**config.mk**
```make
export PLATFORM = sky130hd
export DESIGN_NAME = http_chunked_body_decoder_top
export DESIGN_NICKNAME = d
export VERILOG_FILES = /design/src/hdl/hcbd_pkg.sv /design/src/hdl/http_chunked_body_decoder_top.sv /design/src/hdl/hcbd_step.sv /design/src/hdl/hcbd_skid.sv
export SDC_FILE = /design/constraint.sdc
export NUM_CORES = 1
export LEC_CHECK = 0
export BUFFER_PORTS_ARGS = -buffer_cell sky130_fd_sc_hd__buf_2
export CAP_MARGIN = 25
export CORE_AREA = 2 2 248 152
export DETAILED_ROUTE_END_ITERATION = 8
export DIE_AREA = 0 0 250 154
export PLACE_DENSITY = 0.57
export SLEW_MARGIN = 20
export SYNTH_ARGS = -nofsm -noshare
export SYNTH_HDL_FRONTEND = slang
export SYNTH_SLANG_ARGS = --single-unit
```
**constraint.sdc**
```tcl
create_clock -name clk -period 5.59 [get_ports clk]
set_input_delay 1.118 -clock clk [delete_from_list [all_inputs] [get_ports clk]]
set_output_delay 1.118 -clock clk [all_outputs]
set_load 0.01 [all_outputs]
```
**src/hdl/hcbd_pkg.sv**
```systemverilog
`timescale 1ns / 1ps
// ----------------------------------------------------------------------------
// hcbd_pkg
// Types, codes and helpers shared by the chunked body decoder modules.
// ----------------------------------------------------------------------------
package hcbd_pkg;

    localparam logic [7:0] CH_CR = 8'h0D;
    localparam logic [7:0] CH_LF = 8'h0A;

    typedef enum logic [2:0] {
        PH_DIGITS   = 3'd0,
        PH_EXT      = 3'd1,
        PH_SIZE_CR  = 3'd2,
        PH_DATA     = 3'd3,
        PH_TRAIL_CR = 3'd4,
        PH_TRAIL_LF = 3'd5,
        PH_DONE     = 3'd6
    } phase_t;

    typedef enum logic [1:0] {
        ST_RUN      = 2'd0,
        ST_OK       = 2'd1,
        ST_BAD_CRLF = 2'd2,
        ST_OVERFLOW = 2'd3
    } status_t;

    typedef struct packed {
        logic [7:0] data_byte;
        logic       start_body;
    } in_item_t;

    typedef struct packed {
        logic        payload_valid;
        logic [7:0]  payload_byte;
        logic [1:0]  status;
        logic [31:0] body_length;
    } out_item_t;

    typedef struct packed {
        logic       is_hex;
        logic [3:0] value;
    } hex_digit_t;

    function automatic hex_digit_t hex_decode(input logic [7:0] c);
        hex_digit_t r;
        r.is_hex = 1'b1;
        r.value  = 4'd0;
        if (c inside {[8'h30:8'h39]}) begin
            r.value = c[3:0];
        end else if (c inside {[8'h41:8'h46], [8'h61:8'h66]}) begin
            r.value = c[3:0] + 4'd9;
        end else begin
            r.is_hex = 1'b0;
        end
        return r;
    endfunction

endpackage

```
**src/hdl/http_chunked_body_decoder_top.sv**
```systemverilog
`timescale 1ns / 1ps
// ----------------------------------------------------------------------------
// http_chunked_body_decoder_top
// HTTP/1.1 chunked body decoder, one raw byte in and one result out per beat.
// ----------------------------------------------------------------------------
// Raw body bytes arrive on the byte channel (byte_valid, byte_stall,
// byte_beat). Each accepted beat produces exactly one result beat on the
// result channel (result_valid, result_stall, result_beat) carrying the
// decoded payload byte when there is one, the end status and the running
// body length.
// Results go into the result register, or into the skid entry while the
// receiver stalls. Throughput is one byte per cycle while byte_stall is
// low, set by the decoder state update between byte and result register.
// Reset clears the decoder to size-line reading, status in progress and a
// zero length, and empties the result register.
// When the receiver stalls, the result holds and one more byte is taken
// into a skid entry; byte_stall then rises until the receiver drains it.
// start_body on a beat re-arms the decoder before that byte is decoded.
// ----------------------------------------------------------------------------
module http_chunked_body_decoder_top #(
    parameter int SIZE_BITS = 32
) (
    input  logic                clk,
    input  logic                rst_n,
    input  logic                byte_valid,
    output logic                byte_stall,
    input  hcbd_pkg::in_item_t  byte_beat,
    output logic                result_valid,
    input  logic                result_stall,
    output hcbd_pkg::out_item_t result_beat
);
    import hcbd_pkg::*;

    logic      fire;
    logic      full;
    out_item_t step_result;

    assign byte_stall = full;
    assign fire       = byte_valid && !full;

    hcbd_step #(
        .SIZE_BITS(SIZE_BITS)
    ) u_step (
        .clk    (clk),
        .rst_n  (rst_n),
        .fire   (fire),
        .item   (byte_beat),
        .result (step_result)
    );

    hcbd_skid u_skid (
        .clk       (clk),
        .rst_n     (rst_n),
        .push      (fire),
        .push_item (step_result),
        .full      (full),
        .valid     (result_valid),
        .stall     (result_stall),
        .beat      (result_beat)
    );

    a_stall_needs_result: assert property (@(posedge clk) disable iff (!rst_n)
        byte_stall |-> result_valid)
        else $error("byte_stall without a held result");

    a_payload_only_running: assert property (@(posedge clk) disable iff (!rst_n)
        result_valid && result_beat.payload_valid |-> result_beat.status == ST_RUN)
        else $error("payload beat after end of body");

    a_idle_byte_zero: assert property (@(posedge clk) disable iff (!rst_n)
        result_valid && !result_beat.payload_valid |-> result_beat.payload_byte == 8'd0)
        else $error("nonzero payload byte on non-payload beat");

endmodule

```
**src/hdl/hcbd_step.sv**
```systemverilog
`timescale 1ns / 1ps
// ----------------------------------------------------------------------------
// hcbd_step
// State registers and per-byte update, one beat per cycle while fire is high.
// ----------------------------------------------------------------------------
module hcbd_step #(
    parameter int SIZE_BITS = 32
) (
    input  logic              clk,
    input  logic              rst_n,
    input  logic              fire,
    input  hcbd_pkg::in_item_t  item,
    output hcbd_pkg::out_item_t result
);
    import hcbd_pkg::*;

    phase_t                 phase_reg, phase_next;
    logic [SIZE_BITS-1:0]   size_reg, size_next;
    logic [SIZE_BITS-1:0]   done_reg, done_next;
    logic [31:0]            total_reg, total_next;
    status_t                code_reg, code_next;

    phase_t                 phase_cur;
    logic [SIZE_BITS-1:0]   size_cur;
    logic [SIZE_BITS-1:0]   done_cur;
    logic [SIZE_BITS-1:0]   done_inc;
    logic [31:0]            total_cur;
    status_t                code_cur;
    hex_digit_t             hd;

    always_ff @(posedge clk or negedge rst_n)
    begin
        if (!rst_n)
        begin
            phase_reg <= PH_DIGITS;
            size_reg  <= '0;
            done_reg  <= '0;
            total_reg <= '0;
            code_reg  <= ST_RUN;
        end
        else if (fire)
        begin
            phase_reg <= phase_next;
            size_reg  <= size_next;
            done_reg  <= done_next;
            total_reg <= total_next;
            code_reg  <= code_next;
        end
    end

    always_comb
    begin
        // start flag re-arms before the byte is handled
        if (item.start_body)
        begin
            phase_cur = PH_DIGITS;
            size_cur  = '0;
            done_cur  = '0;
            total_cur = '0;
            code_cur  = ST_RUN;
        end
        else
        begin
            phase_cur = phase_reg;
            size_cur  = size_reg;
            done_cur  = done_reg;
            total_cur = total_reg;
            code_cur  = code_reg;
        end

        hd         = hex_decode(item.data_byte);
        done_inc   = done_cur + SIZE_BITS'(1);
        phase_next = phase_cur;
        size_next  = size_cur;
        done_next  = done_cur;
        total_next = total_cur;
        code_next  = code_cur;
        result.payload_valid = 1'b0;
        result.payload_byte  = 8'd0;

        case (phase_cur)
            PH_DIGITS:
            begin
                if (hd.is_hex)
                begin
                    if (size_cur[SIZE_BITS-1 -: 4] != 4'd0)
                    begin
                        phase_next = PH_DONE;
                        code_next  = ST_OVERFLOW;
                    end
                    else
                    begin
                        size_next = {size_cur[SIZE_BITS-5:0], hd.value};
                    end
                end
                else if (item.data_byte == CH_CR)
                begin
                    phase_next = PH_SIZE_CR;
                end
                else
                begin
                    phase_next = PH_EXT;
                end
            end
            PH_EXT:
            begin
                if (item.data_byte == CH_CR)
                begin
                    phase_next = PH_SIZE_CR;
                end
            end
            PH_SIZE_CR:
            begin
                if (item.data_byte == CH_LF)
                begin
                    if (size_cur == '0)
                    begin
                        phase_next = PH_DONE;
                        code_next  = ST_OK;
                    end
                    else
                    begin
                        done_next  = '0;
                        phase_next = PH_DATA;
                    end
                end
                else if (item.data_byte != CH_CR)
                begin
                    phase_next = PH_EXT;
                end
            end
            PH_DATA:
            begin
                result.payload_valid = 1'b1;
                result.payload_byte  = item.data_byte;
                if (total_cur != 32'hFFFF_FFFF)
                begin
                    total_next = total_cur + 32'd1;
                end
                done_next = done_inc;
                if (done_inc >= size_cur)
                begin
                    phase_next = PH_TRAIL_CR;
                end
            end
            PH_TRAIL_CR:
            begin
                if (item.data_byte == CH_CR)
                begin
                    phase_next = PH_TRAIL_LF;
                end
                else
                begin
                    phase_next = PH_DONE;
                    code_next  = ST_BAD_CRLF;
                end
            end
            PH_TRAIL_LF:
            begin
                if (item.data_byte == CH_LF)
                begin
                    size_next  = '0;
                    phase_next = PH_DIGITS;
                end
                else
                begin
                    phase_next = PH_DONE;
                    code_next  = ST_BAD_CRLF;
                end
            end
            default:
            begin
                phase_next = phase_cur;
            end
        endcase

        result.status      = code_next;
        result.body_length = total_next;
    end

endmodule

```
**src/hdl/hcbd_skid.sv**
```systemverilog
`timescale 1ns / 1ps
// ----------------------------------------------------------------------------
// hcbd_skid
// Result register with a skid entry; upstream stall comes from a flop.
// ----------------------------------------------------------------------------
module hcbd_skid (
    input  logic                clk,
    input  logic                rst_n,
    input  logic                push,
    input  hcbd_pkg::out_item_t push_item,
    output logic                full,
    output logic                valid,
    input  logic                stall,
    output hcbd_pkg::out_item_t beat
);
    import hcbd_pkg::*;

    logic      main_valid_reg, main_valid_next;
    logic      skid_valid_reg, skid_valid_next;
    out_item_t main_reg, main_next;
    out_item_t skid_reg, skid_next;
    logic      pop;

    always_ff @(posedge clk or negedge rst_n)
    begin
        if (!rst_n)
        begin
            main_valid_reg <= 1'b0;
            skid_valid_reg <= 1'b0;
        end
        else
        begin
            main_valid_reg <= main_valid_next;
            skid_valid_reg <= skid_valid_next;
        end
    end

    always_ff @(posedge clk)
    begin
        main_reg <= main_next;
        skid_reg <= skid_next;
    end

    always_comb
    begin
        pop             = main_valid_reg && !stall;
        main_valid_next = main_valid_reg;
        skid_valid_next = skid_valid_reg;
        main_next       = main_reg;
        skid_next       = skid_reg;
        if (pop || !main_valid_reg)
        begin
            if (skid_valid_reg)
            begin
                main_next       = skid_reg;
                main_valid_next = 1'b1;
                skid_valid_next = 1'b0;
            end
            else
            begin
                main_next       = push_item;
                main_valid_next = push;
            end
        end
        else if (push)
        begin
            skid_next       = push_item;
            skid_valid_next = 1'b1;
        end
    end

    assign full  = skid_valid_reg;
    assign valid = main_valid_reg;
    assign beat  = main_reg;

endmodule
```
==> flow_summary.ini <==
[status]
status = complete, no violations

[floorplanning]
core-area_um2 = 36100
start_util_pct = 29.9
rows = 54
dieArea_um2 = 38500
io_pins = 58
die_w_um = 250
die_h_um = 154

[clock_network]
worst_setup_hold_path_clk_slew_ns = 0.07
cts.sinks = 189
cts_made_buffers = 17
cts_tree = yes
h-tree-depth = 4
holdBufCountCts = 0
clk_latency_ns = 0.45
clockBufferDepth = 2
post_cts_resized = 0
postCtsSetupRepairBufs = 0
cts_root_buf = clkbuf_16

[logic_synthesis]
postSynthAreaPerCell_um2 = 9.95
yosys.area.top_type_share_pct = 23.9
postSynthCellCount = 1086
synth_cell_types = 77
ys_seq_area_share_pct = 47.8
synthTopCellsByCount = nand2_1 (127), dfrtp_1 (103), nor2_1 (97)
ys.flop_type = dfrtp_1
async_flop_share_pct = 54.5
yosys_warnings = 0
netlist_area_um2 = 10800
yosys_register_bits = 189
synth_edf_count = 86
synth_area_leaders = edfxtp_1 (24%), dfrtp_1 (24%), nand2_1 (4.4%)
syn_nets = 1137
post-synth-top-count-cell = nand2_1
yosys.area.top_type = edfxtp_1

[drt]
routed_wl_mm = 28.5
viasPerCell = 5.35
firstDrtPassIters = 5
drcViolationCount = 0
drt_iter0_drc = 1081
wire_per_inst_um = 17.7
vias = 8599
antenna_left = 0

[critical_path]
crit_chain = buf_4 > nor2b_1 > ha_1 > and3_1 > nand3_1 > nor4_1 > nand4_1 > xnor2_1 > nor2_1 > ha_1 > and2_0 > a221o_1 > a21oi_1 > o211ai_1 > nor3_1 > o22a_1
worstPathMaxFanout = 33
cpLargestDelayFamily = simple AND/OR/NAND/NOR gates
worst-path-buf-inv = 1
required_ns = 5.98
critical-path-slowest-cell = nor4_1
crit_top_cell = ha_1
critPathLaunchType = input port
worstPathArrival_ns = 5.11
crit_type = in -> reg
cp-end-kind = flip-flop
slowest_delay_ns = 0.73

[global_route]
globalRoute.totalOverflow = 0
grt_pass1_wl_mm = 46.1
grt_max_degree = 70
antenna_found_initial = 0
first_global_vias = 7884
grt_usage_pct = 15.2

[power_and_ir_drop]
p_leak_uw = 0.00480
p_per_area_nw_per_um2 = 282
power_uw = 3450
ir_worst_vdd_mv = 0.217

[sta]
maxSlewHeadroom_pct = 33.6
rsz0062_at_grt = no
finalSetupViolations = 0
final_hold_viol_count = 0
layout_min_cycle_time_ns = 4.72
hold_ws_ns = 0.494
finClkSkew_ns = 0.00964
period_share_pct = 84.4
timing.fmax_mhz = 212
tightest_slew_ns = 0.992
fin_setup_tns_ns = 0
final_max_slew_viol_count = 0

[final_layout]
antenna_cells = 0
nNetsFinal = 1170
area_delta_synth_final_pct = 13.2
drive_above_1_share_pct = 13.9

[place]
gp_congestion = 0.881
port_buffers = 57
dp_hpwl_mm = 19.7

[min_path]
hold_path.class = reg -> reg

[run]
max_cap_violations = 0
-- worst paths after layout --
kind | endpoint | startpoint | slack [ns] | depth (start not counted)
worst max-delay path | u_step.phase_reg[0] | byte_beat[0] | 0.87 | 16
worst min-delay path | u_step.code_reg[0] | u_step.code_reg[0] | 0.49 | 2
worst max register to register | u_step.phase_reg[0] | u_step.done_reg[0] | 1.34 | 15
worst min register to register | u_step.code_reg[0] | u_step.code_reg[0] | 0.49 | 2
max in group asynchronous | u_step.size_reg[19] | rst_n | 3.83 | 3
min in group asynchronous | u_step.done_reg[8] | rst_n | 0.65 | 1
-- layer usage --
layer	share of wire, %	vias up	wire, um	GRT usage [%]
li1	-	4107	-	-
met1	55	4177	15700	24.9
met2	36	291	10400	18.8
met3	7.2	24	2060	3.37
met4	1.5	0	425	4.48
met5	0	-	0	0
-- kinds of logic after synthesis --
group           Yosys count  synth area share (%)
compound gates          229                  14.8
mux                      40                  4.03
buf+inv                  79                  2.83
xor+xnor                 61                  4.95
fa+ha+maj                38                  4.40
flops                   189                  47.8
simple gates            450                  21.2
-- area by class of cell --
class	instances	area, um2
clock inverters	14	169
clock buffers	18	429
well taps	476	596
inverters	14	52.6
repair buffers	79	468
flip-flops and latches	189	5160
multi-input cells	818	5350
fillers	3679	23900
-- through the flow --
stage | worst slack [ns] | instance area (um2) | utilization (%) | instances
final | 0.871 | 12200 | 33.9 | 1608
after global routing | 0.567 | 12200 | 33.9 | 1608
after CTS | 0.937 | 12200 | 33.8 | 1607
after detailed placement | 0.506 | 11600 | 32.2 | 1575
after global placement | 0.706 | 11600 | 32.2 | 1575
after floorplan | 0.375 | 10800 | - | 1086
-- where the power goes --
part / switching [uW] / internal [uW]
Sequential: 83.5 / 1570
Combinational: 335 / 196
Clock: 565 / 704
Total: 983 / 2470
-- worst min-delay path: stages, from the launching register on --
cell and delay [ns]:
dfrtp_1 0.35, nand2_1 0.05, o31ai_1 0.06
-- placed cells by master, fill, tap and decap left out, types with 23 or more instances in the layout --
| cell | n |
|---|---|
| a21oi_1 | 51 |
| a22o_1 | 35 |
| buf_2 | 55 |
| buf_4 | 23 |
| dfrtp_1 | 102 |
| edfxtp_1 | 86 |
| ha_1 | 38 |
| mux2_2 | 28 |
| nand2_1 | 126 |
| nand3_1 | 40 |
| nor2_1 | 96 |
| nor3_1 | 39 |
| o21ai_0 | 51 |
| xnor2_1 | 40 |
No activity file was read; power rests on OpenSTA's default activity.
